### config.mk
export PLATFORM = sky130hd
export DESIGN_NAME = trial_division_prime_test_top_flat
export DESIGN_NICKNAME = d
export VERILOG_FILES = /design/src/tdpt_pkg.sv /design/src/tdpt_chan_if.sv /design/src/tdpt_divider.sv /design/src/trial_division_prime_test_top.sv /design/src/flat_wrapper.sv
export SDC_FILE = /design/constraint.sdc
export NUM_CORES = 1
export LEC_CHECK = 0
export BUFFER_PORTS_ARGS = -buffer_cell sky130_fd_sc_hd__buf_2
export CAP_MARGIN = 20
export CORE_MARGIN = 8
export CORE_UTILIZATION = 60
export CTS_BUF_LIST = sky130_fd_sc_hd__clkbuf_4 sky130_fd_sc_hd__clkbuf_8 sky130_fd_sc_hd__clkbuf_16
export CTS_CLUSTER_DIAMETER = 60
export DETAILED_ROUTE_END_ITERATION = 8
export GPL_ROUTABILITY_DRIVEN = 0
export HOLD_SLACK_MARGIN = 0.03
export PLACE_DENSITY_LB_ADDON = 0.12
export RECOVER_POWER = 25
export SLEW_MARGIN = 20
export SYNTH_ARGS = -nofsm -noshare
export SYNTH_HDL_FRONTEND = slang
export SYNTH_SLANG_ARGS = --single-unit
### constraint.sdc
create_clock -name clock -period 3.68 [get_ports clock]
set_input_delay 1.104 -clock clock [delete_from_list [all_inputs] [get_ports clock]]
set_output_delay 1.104 -clock clock [all_outputs]
set_load 0.02 [all_outputs]
### src/tdpt_pkg.sv
// Shared constants and types for the trial-division prime tester.
package tdpt_pkg;

   localparam int VALUE_WIDTH_DEFAULT = 16;

   // Status that the remainder unit reports back to the sequencer.
   typedef struct packed {
      logic busy;
      logic done;
      logic rem_zero;
   } div_status_type;

endpackage

### src/tdpt_chan_if.sv
// Valid/ready channel interfaces for the request and response sides.
interface tdpt_req_if #(
   parameter int VALUE_WIDTH = 16
);
   logic                   valid;
   logic                   ready;
   logic [VALUE_WIDTH-1:0] candidate;

   modport source (output valid, output candidate, input ready);
   modport sink   (input valid, input candidate, output ready);
endinterface

interface tdpt_rsp_if #(
   parameter int VALUE_WIDTH = 16
);
   logic                   valid;
   logic                   ready;
   logic [VALUE_WIDTH-1:0] tested_value;
   logic                   is_prime;

   modport source (output valid, output tested_value, output is_prime, input ready);
   modport sink   (input valid, input tested_value, input is_prime, output ready);
endinterface

### src/tdpt_divider.sv
// Bit-serial restoring remainder unit: one quotient bit per cycle.
module tdpt_divider
   import tdpt_pkg::*;
#(
   parameter int VALUE_WIDTH = VALUE_WIDTH_DEFAULT,
   parameter int DIV_WIDTH   = (VALUE_WIDTH + 1) / 2 + 1
) (
   input  logic                   clock,
   input  logic                   reset,
   input  logic                   start,
   input  logic [VALUE_WIDTH-1:0] dividend,
   input  logic [DIV_WIDTH-1:0]   divisor,
   output div_status_type         status
);

   localparam int CNT_WIDTH = $clog2(VALUE_WIDTH);

   logic                   busy_ff, busy_in;
   logic                   done_ff, done_in;
   logic [CNT_WIDTH-1:0]   cnt_ff, cnt_in;
   logic [VALUE_WIDTH-1:0] shift_ff, shift_in;
   logic [DIV_WIDTH-1:0]   rem_ff, rem_in;
   logic [DIV_WIDTH-1:0]   dvsr_ff, dvsr_in;
   logic [DIV_WIDTH:0]     trial;
   logic [DIV_WIDTH:0]     diff;

   // Bring down the next dividend bit and subtract if it fits.
   assign trial = {rem_ff, shift_ff[VALUE_WIDTH-1]};
   assign diff  = trial - {1'b0, dvsr_ff};

   always_comb begin
      busy_in  = busy_ff;
      done_in  = 1'b0;
      cnt_in   = cnt_ff;
      shift_in = shift_ff;
      rem_in   = rem_ff;
      dvsr_in  = dvsr_ff;
      if (start) begin
         busy_in  = 1'b1;
         cnt_in   = CNT_WIDTH'(VALUE_WIDTH - 1);
         shift_in = dividend;
         rem_in   = '0;
         dvsr_in  = divisor;
      end else if (busy_ff) begin
         shift_in = shift_ff << 1;
         rem_in   = (trial >= {1'b0, dvsr_ff}) ? diff[DIV_WIDTH-1:0] : trial[DIV_WIDTH-1:0];
         cnt_in   = cnt_ff - 1'b1;
         if (cnt_ff == '0) begin
            busy_in = 1'b0;
            done_in = 1'b1;
         end
      end
   end

   always_ff @(posedge clock) begin
      if (reset) begin
         busy_ff <= 1'b0;
         done_ff <= 1'b0;
      end else begin
         busy_ff <= busy_in;
         done_ff <= done_in;
      end
      cnt_ff   <= cnt_in;
      shift_ff <= shift_in;
      rem_ff   <= rem_in;
      dvsr_ff  <= dvsr_in;
   end

   assign status.busy     = busy_ff;
   assign status.done     = done_ff;
   assign status.rem_zero = (rem_ff == '0);

endmodule

### src/trial_division_prime_test_top.sv
// Top level of the trial-division prime tester: sequencer around a single remainder unit.
//
// Takes one unsigned candidate per request transfer and returns one response
// transfer carrying the candidate and a prime flag. Divisors run 2, 3, 4, ...
// while divisor squared stays at or below the candidate; the test stops at
// the first divisor that leaves no remainder. Zero and one are reported not
// prime. Every trial divisor runs VALUE_WIDTH shift steps in the bit-serial
// remainder unit, then a report, with a square bound check before it. A
// 16-bit prime near 65,535 tries 254 divisors; a candidate below 4 tries
// none. The block holds req ready low from the request transfer until the
// response transfer; the response stays valid until taken.
// No reset pass is needed; there is no stored table.
module trial_division_prime_test_top
   import tdpt_pkg::*;
#(
   parameter int VALUE_WIDTH = VALUE_WIDTH_DEFAULT
) (
   input  logic       clock,
   input  logic       reset,
   tdpt_req_if.sink   req_chan,
   tdpt_rsp_if.source rsp_chan
);

   // Divisor never needs more than ceil(W/2)+1 bits; its square fits W+2.
   localparam int DIV_WIDTH = (VALUE_WIDTH + 1) / 2 + 1;
   localparam int SQ_WIDTH  = VALUE_WIDTH + 2;

   typedef enum logic [3:0] {
      ST_IDLE  = 4'b0001,
      ST_CHECK = 4'b0010,
      ST_DIV   = 4'b0100,
      ST_DONE  = 4'b1000
   } state_type;

   state_type              state_ff, state_in;
   logic [VALUE_WIDTH-1:0] value_ff, value_in;
   logic [DIV_WIDTH-1:0]   divisor_ff, divisor_in;
   logic [SQ_WIDTH-1:0]    square_ff, square_in;
   logic                   prime_ff, prime_in;
   logic                   div_start;
   logic                   req_xfer;
   logic                   rsp_xfer;
   logic                   square_fits;
   div_status_type         div_status;

   assign req_xfer    = req_chan.valid && req_chan.ready;
   assign rsp_xfer    = rsp_chan.valid && rsp_chan.ready;
   assign square_fits = (square_ff <= SQ_WIDTH'(value_ff));

   // Sequencer: check the square bound, run one remainder, advance the divisor.
   always_comb begin
      state_in   = state_ff;
      value_in   = value_ff;
      divisor_in = divisor_ff;
      square_in  = square_ff;
      prime_in   = prime_ff;
      div_start  = 1'b0;
      unique case (state_ff)
         ST_IDLE: begin
            if (req_xfer) begin
               value_in   = req_chan.candidate;
               divisor_in = DIV_WIDTH'(2);
               square_in  = SQ_WIDTH'(4);
               // Drop zero and one straight to a not-prime answer.
               if (req_chan.candidate < VALUE_WIDTH'(2)) begin
                  prime_in = 1'b0;
                  state_in = ST_DONE;
               end else begin
                  state_in = ST_CHECK;
               end
            end
         end
         ST_CHECK: begin
            if (square_fits) begin
               div_start = 1'b1;
               state_in  = ST_DIV;
            end else begin
               // No divisor up to the square root: prime.
               prime_in = 1'b1;
               state_in = ST_DONE;
            end
         end
         ST_DIV: begin
            if (div_status.done) begin
               if (div_status.rem_zero) begin
                  prime_in = 1'b0;
                  state_in = ST_DONE;
               end else begin
                  // (d+1)^2 = d^2 + 2d + 1
                  square_in  = square_ff + SQ_WIDTH'({divisor_ff, 1'b1});
                  divisor_in = divisor_ff + 1'b1;
                  state_in   = ST_CHECK;
               end
            end
         end
         ST_DONE: begin
            if (rsp_xfer) begin
               state_in = ST_IDLE;
            end
         end
         default: begin
            state_in = ST_IDLE;
         end
      endcase
   end

   always_ff @(posedge clock) begin
      if (reset) begin
         state_ff <= ST_IDLE;
      end else begin
         state_ff <= state_in;
      end
      value_ff   <= value_in;
      divisor_ff <= divisor_in;
      square_ff  <= square_in;
      prime_ff   <= prime_in;
   end

   tdpt_divider #(
      .VALUE_WIDTH (VALUE_WIDTH),
      .DIV_WIDTH   (DIV_WIDTH)
   ) u_divider (
      .clock    (clock),
      .reset    (reset),
      .start    (div_start),
      .dividend (value_ff),
      .divisor  (divisor_ff),
      .status   (div_status)
   );

   // Hold the answer on the response side until it is taken.
   assign req_chan.ready        = (state_ff == ST_IDLE);
   assign rsp_chan.valid        = (state_ff == ST_DONE);
   assign rsp_chan.tested_value = value_ff;
   assign rsp_chan.is_prime     = prime_ff;

   // Never launch a remainder while the unit is still working.
   assert property (@(posedge clock) disable iff (reset)
      div_start |-> !div_status.busy)
      else $error("remainder unit started while busy");

   // A remainder is only run for a divisor whose square fits the candidate.
   assert property (@(posedge clock) disable iff (reset)
      (state_ff == ST_DIV) |-> (square_ff <= SQ_WIDTH'(value_ff)))
      else $error("divisor beyond square root under test");

   // Zero and one must never come back as prime.
   assert property (@(posedge clock) disable iff (reset)
      (rsp_chan.valid && rsp_chan.is_prime) |-> (value_ff >= VALUE_WIDTH'(2)))
      else $error("value below two reported prime");

   // The divider result arrives only while the sequencer waits for it.
   assert property (@(posedge clock) disable iff (reset)
      div_status.done |-> (state_ff == ST_DIV))
      else $error("remainder result with no divide in flight");

   // A request transfer always starts work.
   assert property (@(posedge clock) disable iff (reset)
      req_xfer |=> (state_ff != ST_IDLE))
      else $error("accepted request dropped");

endmodule

### src/flat_wrapper.sv
// flat-port wrapper written by rule: the top's interface ports become plain ports
module trial_division_prime_test_top_flat import tdpt_pkg::*;
#(
   parameter int VALUE_WIDTH = VALUE_WIDTH_DEFAULT
)
  (clock, reset, req_chan_valid, req_chan_candidate, req_chan_ready, rsp_chan_valid, rsp_chan_tested_value, rsp_chan_is_prime, rsp_chan_ready);
  tdpt_req_if #(.VALUE_WIDTH(VALUE_WIDTH)) req_chan_i ();
  tdpt_rsp_if #(.VALUE_WIDTH(VALUE_WIDTH)) rsp_chan_i ();
  input  logic clock;
  input  logic reset;
  input wire logic [$bits(req_chan_i.valid)-1:0] req_chan_valid;
  input wire logic [$bits(req_chan_i.candidate)-1:0] req_chan_candidate;
  output wire logic [$bits(req_chan_i.ready)-1:0] req_chan_ready;
  output wire logic [$bits(rsp_chan_i.valid)-1:0] rsp_chan_valid;
  output wire logic [$bits(rsp_chan_i.tested_value)-1:0] rsp_chan_tested_value;
  output wire logic [$bits(rsp_chan_i.is_prime)-1:0] rsp_chan_is_prime;
  input wire logic [$bits(rsp_chan_i.ready)-1:0] rsp_chan_ready;
  assign req_chan_i.valid = req_chan_valid;
  assign req_chan_i.candidate = req_chan_candidate;
  assign req_chan_ready = req_chan_i.ready;
  assign rsp_chan_valid = rsp_chan_i.valid;
  assign rsp_chan_tested_value = rsp_chan_i.tested_value;
  assign rsp_chan_is_prime = rsp_chan_i.is_prime;
  assign rsp_chan_i.ready = rsp_chan_ready;
  trial_division_prime_test_top #(.VALUE_WIDTH(VALUE_WIDTH)) u_core (.clock(clock), .reset(reset), .req_chan(req_chan_i), .rsp_chan(rsp_chan_i));
endmodule
After elaboration in Yosys (flattened, before gate mapping)
Cells that the tools add are included.
- add/sub/neg operators: 4
- magnitude comparators: 3
- equality and inequality tests: 11
- muxes and demuxes: 30
- bitwise logic cells: 1
- reduce and logical (&&, ||, !) cells: 12
- operator list (cell ; number):
    18-bit 2-to-1 mux ; 3
    9-bit 2-to-1 mux ; 4
    18-bit case mux with 2 select lines ; 1
    16-bit 2-to-1 mux ; 2
    4-bit 2-to-1 mux ; 6
    18-bit by 10-bit adder with 18-bit output ; 1
    18-bit by 16-bit less-or-equal comparator with 1-bit output ; 1
    9-bit case mux with 2 select lines ; 1
    16-bit by 2-bit less-than comparator with 1-bit output, second input constant ; 1
    4-bit case mux with 4 select lines ; 1
    2-bit != test, second input constant ; 6
    1-bit 2-to-1 mux ; 11
    10-bit by 9-bit >= comparator with 1-bit output ; 1
    9-bit by 1-bit adder with 9-bit output, second input constant ; 1
    9-bit logical NOT ; 1
    9-bit subtractor ; 1
    6-bit AND reduction ; 1
    4-bit by 1-bit == test with 1-bit output, second input constant ; 1
    4-bit by 2-bit == test with 1-bit output, second input constant ; 1
    4-bit by 3-bit == test with 1-bit output, second input constant ; 1
    4-bit == test, second input constant ; 1
    4-bit logical NOT ; 1
    4-bit AND reduction ; 1
    2-bit nonzero test ; 2
    other kinds (9) ; 10
- flip-flop bits (word level): 88
- input bits: 20
- logic and storage cells: 72

Depth between registers and ports, before layout
- depth after elaboration: 4
- gate-level depth with buffers: 10
- mapped depth without buffers: 9

By module
A second synthesis with hierarchy kept.
- cells, all modules: 453
- area, all modules: 5006.1 um^2
- by module, submodules not included (module ; times used ; cells an instance ; area an instance (um^2) ; seq. area each (um^2)):
    trial_division_prime_test_top ; 1 ; 264 ; 2859.0 ; 1401.3
    tdpt_divider ; 1 ; 189 ; 2147.1 ; 1051.0

Least setup slack after synthesis
Ideal clock, no wire load.
- path kind: input port to flip-flop
- start point: input port req_chan_valid
- end point: register u_core.divisor_ff[0] (enable)
- setup time: 0.411 ns
- arrival: 2.460 ns
- data required time: 3.269 ns
- setup slack: 0.809 ns
- cell stages on the path: 3
- buffers on the path: 0
- path through: inv_1 -> o2bb2ai_1 -> nor2_1
- cells in the longest elaborated chain, start to end: 3
- RTL lines (what ; RTL line ; text):
    start: declaration ; flat_wrapper.sv:11 ; input wire logic [$bits(req_chan_i.valid)-1:0] req_chan_valid;
    1-bit logical AND ; trial_division_prime_test_top.sv:46 ; assign req_xfer = req_chan.valid && req_chan.ready;
    2-bit != test (no line) ; -- ;
    4-bit AND reduction (no line) ; -- ;
    end signal: assignment ; trial_division_prime_test_top.sv:114 ; divisor_ff <= divisor_in;
    end: declaration ; trial_division_prime_test_top.sv:37 ; logic [DIV_WIDTH-1:0] divisor_ff, divisor_in;
No other way between the ends.
A chain may end at the register's enable or synchronous reset.

Worst setup path in the final report
- start point: register u_core.state_ff[0]
- end point: register u_core.u_divider.shift_ff[2], data pin
- cells in the longest elaborated chain, start to end: 3
- RTL lines (what ; RTL line ; text):
    start: declaration ; trial_division_prime_test_top.sv:35 ; state_type state_ff, state_in;
    start signal: assignment ; trial_division_prime_test_top.sv:111 ; state_ff <= state_in;
    4-bit by 2-bit == test with 1-bit output ; trial_division_prime_test_top.sv:58 ; unique case (state_ff)
    1-bit 2-to-1 mux ; trial_division_prime_test_top.sv:58 ;
    16-bit 2-to-1 mux ; tdpt_divider.sv:38 ; if (start) begin
    named net u_core.u_divider.shift_in[2] ; tdpt_divider.sv:21 ; logic [VALUE_WIDTH-1:0] shift_ff, shift_in;
    end signal: assignment ; tdpt_divider.sv:64 ; shift_ff <= shift_in;
    end: declaration ; tdpt_divider.sv:21 ;
The timed path passes the listed nets, and every way through them passes these cells.

==> flow_summary.toml <==
[detailed_routing]
ant_nets = 0
vias = 3653
wl_per_cell_um = 18.3
drcViolationCount = 0
first_pass_iters = 7
drt-initial-drc-count = 215
wl_um = 11000
viasPerCell = 6.07

[clocking]
path_clk_slew_ns = 0.10
clock-sinks = 88
clockBufferDepth = 2
cts_root_buf = "clkbuf_8"
cts_buffers = 9
hold_buffers = 0
cts_tree = "yes"
cts_resized = 0
insertion_delay_ns = 0.36
post_cts_buffers = 0
h-tree-depth = 3

[sta]
hold_viol = 0
fin_crit_sh = 0.867
drv_slew = 0
finalSetupViolations = 0
fin_crit_ns = 3.19
worstMarginPinSlew_ns = 1.18
setup_tns_ns = 0
grt_setup_unrepaired = "no"
max_freq_mhz = 314
maxSlewHeadroom = 0.212
clock_skew_ns = 0.0141

[power]
p_leak_nw = 2.23
intPower_mw = 2.68
p_sw_mw = 1.87
power_frac_seq = 0.401
pwr-share-clk = 0.169
combPwrFrac = 0.430
ir_worst_vdd_uv = 482
switching_share = 0.410
powerDensity_nw_per_um2 = 840
power_mw = 4.55

[yosys]
syn-cell-area_um2 = 4920
synth-edff-count = 69
synth_most_common_cell = "edfxtp_1"
synth_top_area_share = 0.421
synthArstFlopShare = 0
netlist_instances = 449
yosysSeqAreaShare = 0.498
synth_warnings = 0
ys_top_cells_by_area = "edfxtp_1 (42%), ha_1 (9.1%), dfxtp_1 (7.7%)"
syn_nets = 507
yosysUniqueCellTypes = 62
yosys.area.top_type = "edfxtp_1"
synth.avg_cell_area_um2 = 11.0
synth-seq-cells = 88
synth_common_cells = "edfxtp_1 (69), inv_1 (37), ha_1 (36)"
synth_flop_cell = "edfxtp_1"

[floorplanning]
fp.dieH_um = 107
coreArea_um2 = 8090
fp.dieW_um = 107
ios = 39
dieArea_um2 = 11400
initial_core_util = 0.609
num_rows = 33

[critical_path]
startpoint_type = "register"
critPathLaunch = "u_core.state_ff[0]"
critPathRequiredTime_ns = 3.79
critPathBufInv = 1
critPathCaptureType = "register"
cp_max_fo = 24
worst_ep_arrival_time_ns = 3.30
crit_path_end = "u_core.u_divider.shift_ff[2]"
rrSetupSlack_ns = 0.49
crit_slowest_cell = "nor4b_1"
crit_chain = "nor4b_1, nand2_1, a21oi_1, o221ai_1, o31a_2, inv_2, mux2_2"
criticalPathCategory = "reg2reg"
worst-path-stages = 7
ff2ff_path_depth = 7
critical_path.top_delay_family = "simple AND/OR/NAND/NOR gates"
r2r_start = "u_core.state_ff[0]"
max_stage_delay_ns = 0.96
reg2reg_to = "u_core.u_divider.shift_ff[2]"

[outcome]
status = "complete, no violations"

[grt]
grt_max_degree = 28
antenna_found_initial = 0
grt_pass1_vias = 3520
overflow = 0
grtUsageTotal = 0.199
grt_pass1_wl_um = 17900

[min_path]
hold_path_class = "reg2reg"
hold_depth = 2
min-delay-start = "u_core.u_divider.rem_ff[7]"

[run]
drv_cap = 0

[finish]
drive_above_1_share = 0.133
area_growth_pct = 10.1
finalInstanceArea_um2 = 5420
diodes = 0
fin_util = 0.670
nets = 550

[placed_design]
port_buffers = 38
postPlaceCellArea_um2 = 5230
dp_hpwl_um = 8100
==> metal layers <==
layer  part of all wire  wire length [um]  vias up  track usage
li1                   -                 -     1757            -
met1               0.46              5060     1760        0.274
met2               0.46              5080      119        0.306
met3              0.067               737       17       0.0444
met4              0.015               161        0       0.0643
met5                  0                 0        -            0
==> power by group through the flow <==
stage	clock network, mW	registers (mW)	logic [mW]
after floorplan	0	1.79	1.44
after global placement	0	1.84	1.87
after detailed placement	0	1.85	1.94
after CTS	0.771	1.83	1.96
after global routing	0.814	1.87	2.19
final	0.769	1.83	1.96
==> worst min-delay path by stage <==
stage	endpoint
finish	u_core.u_divider.rem_ff[7]
floorplan	u_core.u_divider.cnt_ff[3]
global placement	u_core.u_divider.cnt_ff[3]
CTS	u_core.u_divider.rem_ff[7]
detailed placement	u_core.u_divider.rem_ff[7]
global route	u_core.u_divider.rem_ff[7]
==> cell families after synthesis <==
| group | synth area share |
|---|---|
| AOI/OAI and AO/OA | 0.141 |
| xor gates and xnor gates | 0.0267 |
| adders and majority gates | 0.0996 |
| buffers and inverters | 0.0401 |
| DFF | 0.498 |
| muxes | 0.0534 |
| and+or+nand+nor | 0.141 |
==> flip-flops by register name (all words and copies together), names as in the netlist <==
register                      cells
u_core.u_divider.dvsr_ff          9
u_core.state_ff                   4
u_core.u_divider.cnt_ff           4
u_core.u_divider.busy_ff          1
u_core.rsp_chan.is_prime          1
u_core.divisor_ff                 9
u_core.square_ff                 18
u_core.u_divider.shift_ff        16
u_core.u_divider.rem_ff           9
u_core.rsp_chan.tested_value     16
u_core.u_divider.done_ff          1
==> worst reg2reg max path, stage by stage (launching register included) <==
cell	delay (ns)
dfxtp_1	0.37
nor4b_1	0.96
nand2_1	0.11
a21oi_1	0.16
o221ai_1	0.14
o31a_2	0.33
inv_2	0.47
mux2_2	0.40
==> cell usage in the layout (no fill, tap or decap), types with 7 or more instances in the layout <==
cell type  instances
edfxtp_1          69
inv_1             37
ha_1              36
nor2_1            34
nand2_1           30
buf_2             24
a21oi_1           22
o21ai_0           20
dfxtp_1           19
clkbuf_1          16
nor3_1            12
nand3_1           12
a21o_1            10
and3_1             9
mux2_4             9
clkbuf_8           9
xnor2_1            8
o21a_1             7
xor2_1             7
==> metrics by stage <==
step | setup slack, ns | cells | hold slack [ns]
finish | 0.490 | 602 | 0.526
global placement | 0.677 | 586 | 0.485
global route | 0.347 | 602 | 0.548
CTS | 0.544 | 602 | 0.518
detailed placement | 0.600 | 586 | 0.501
floorplan | 0.809 | 449 | 0.465
==> final cells by class <==
| cell class | instances | area, um2 |
|---|---|---|
| Fill cell | 665 | 2670 |
| Sequential cell | 88 | 2450 |
| Multi-Input combinational cell | 312 | 2270 |
| Timing Repair Buffer | 42 | 195 |
| Inverter | 39 | 146 |
| Tap cell | 105 | 131 |
| Clock buffer | 9 | 124 |
| Clock inverter | 7 | 100 |
(Power assumes the default switching activity.)
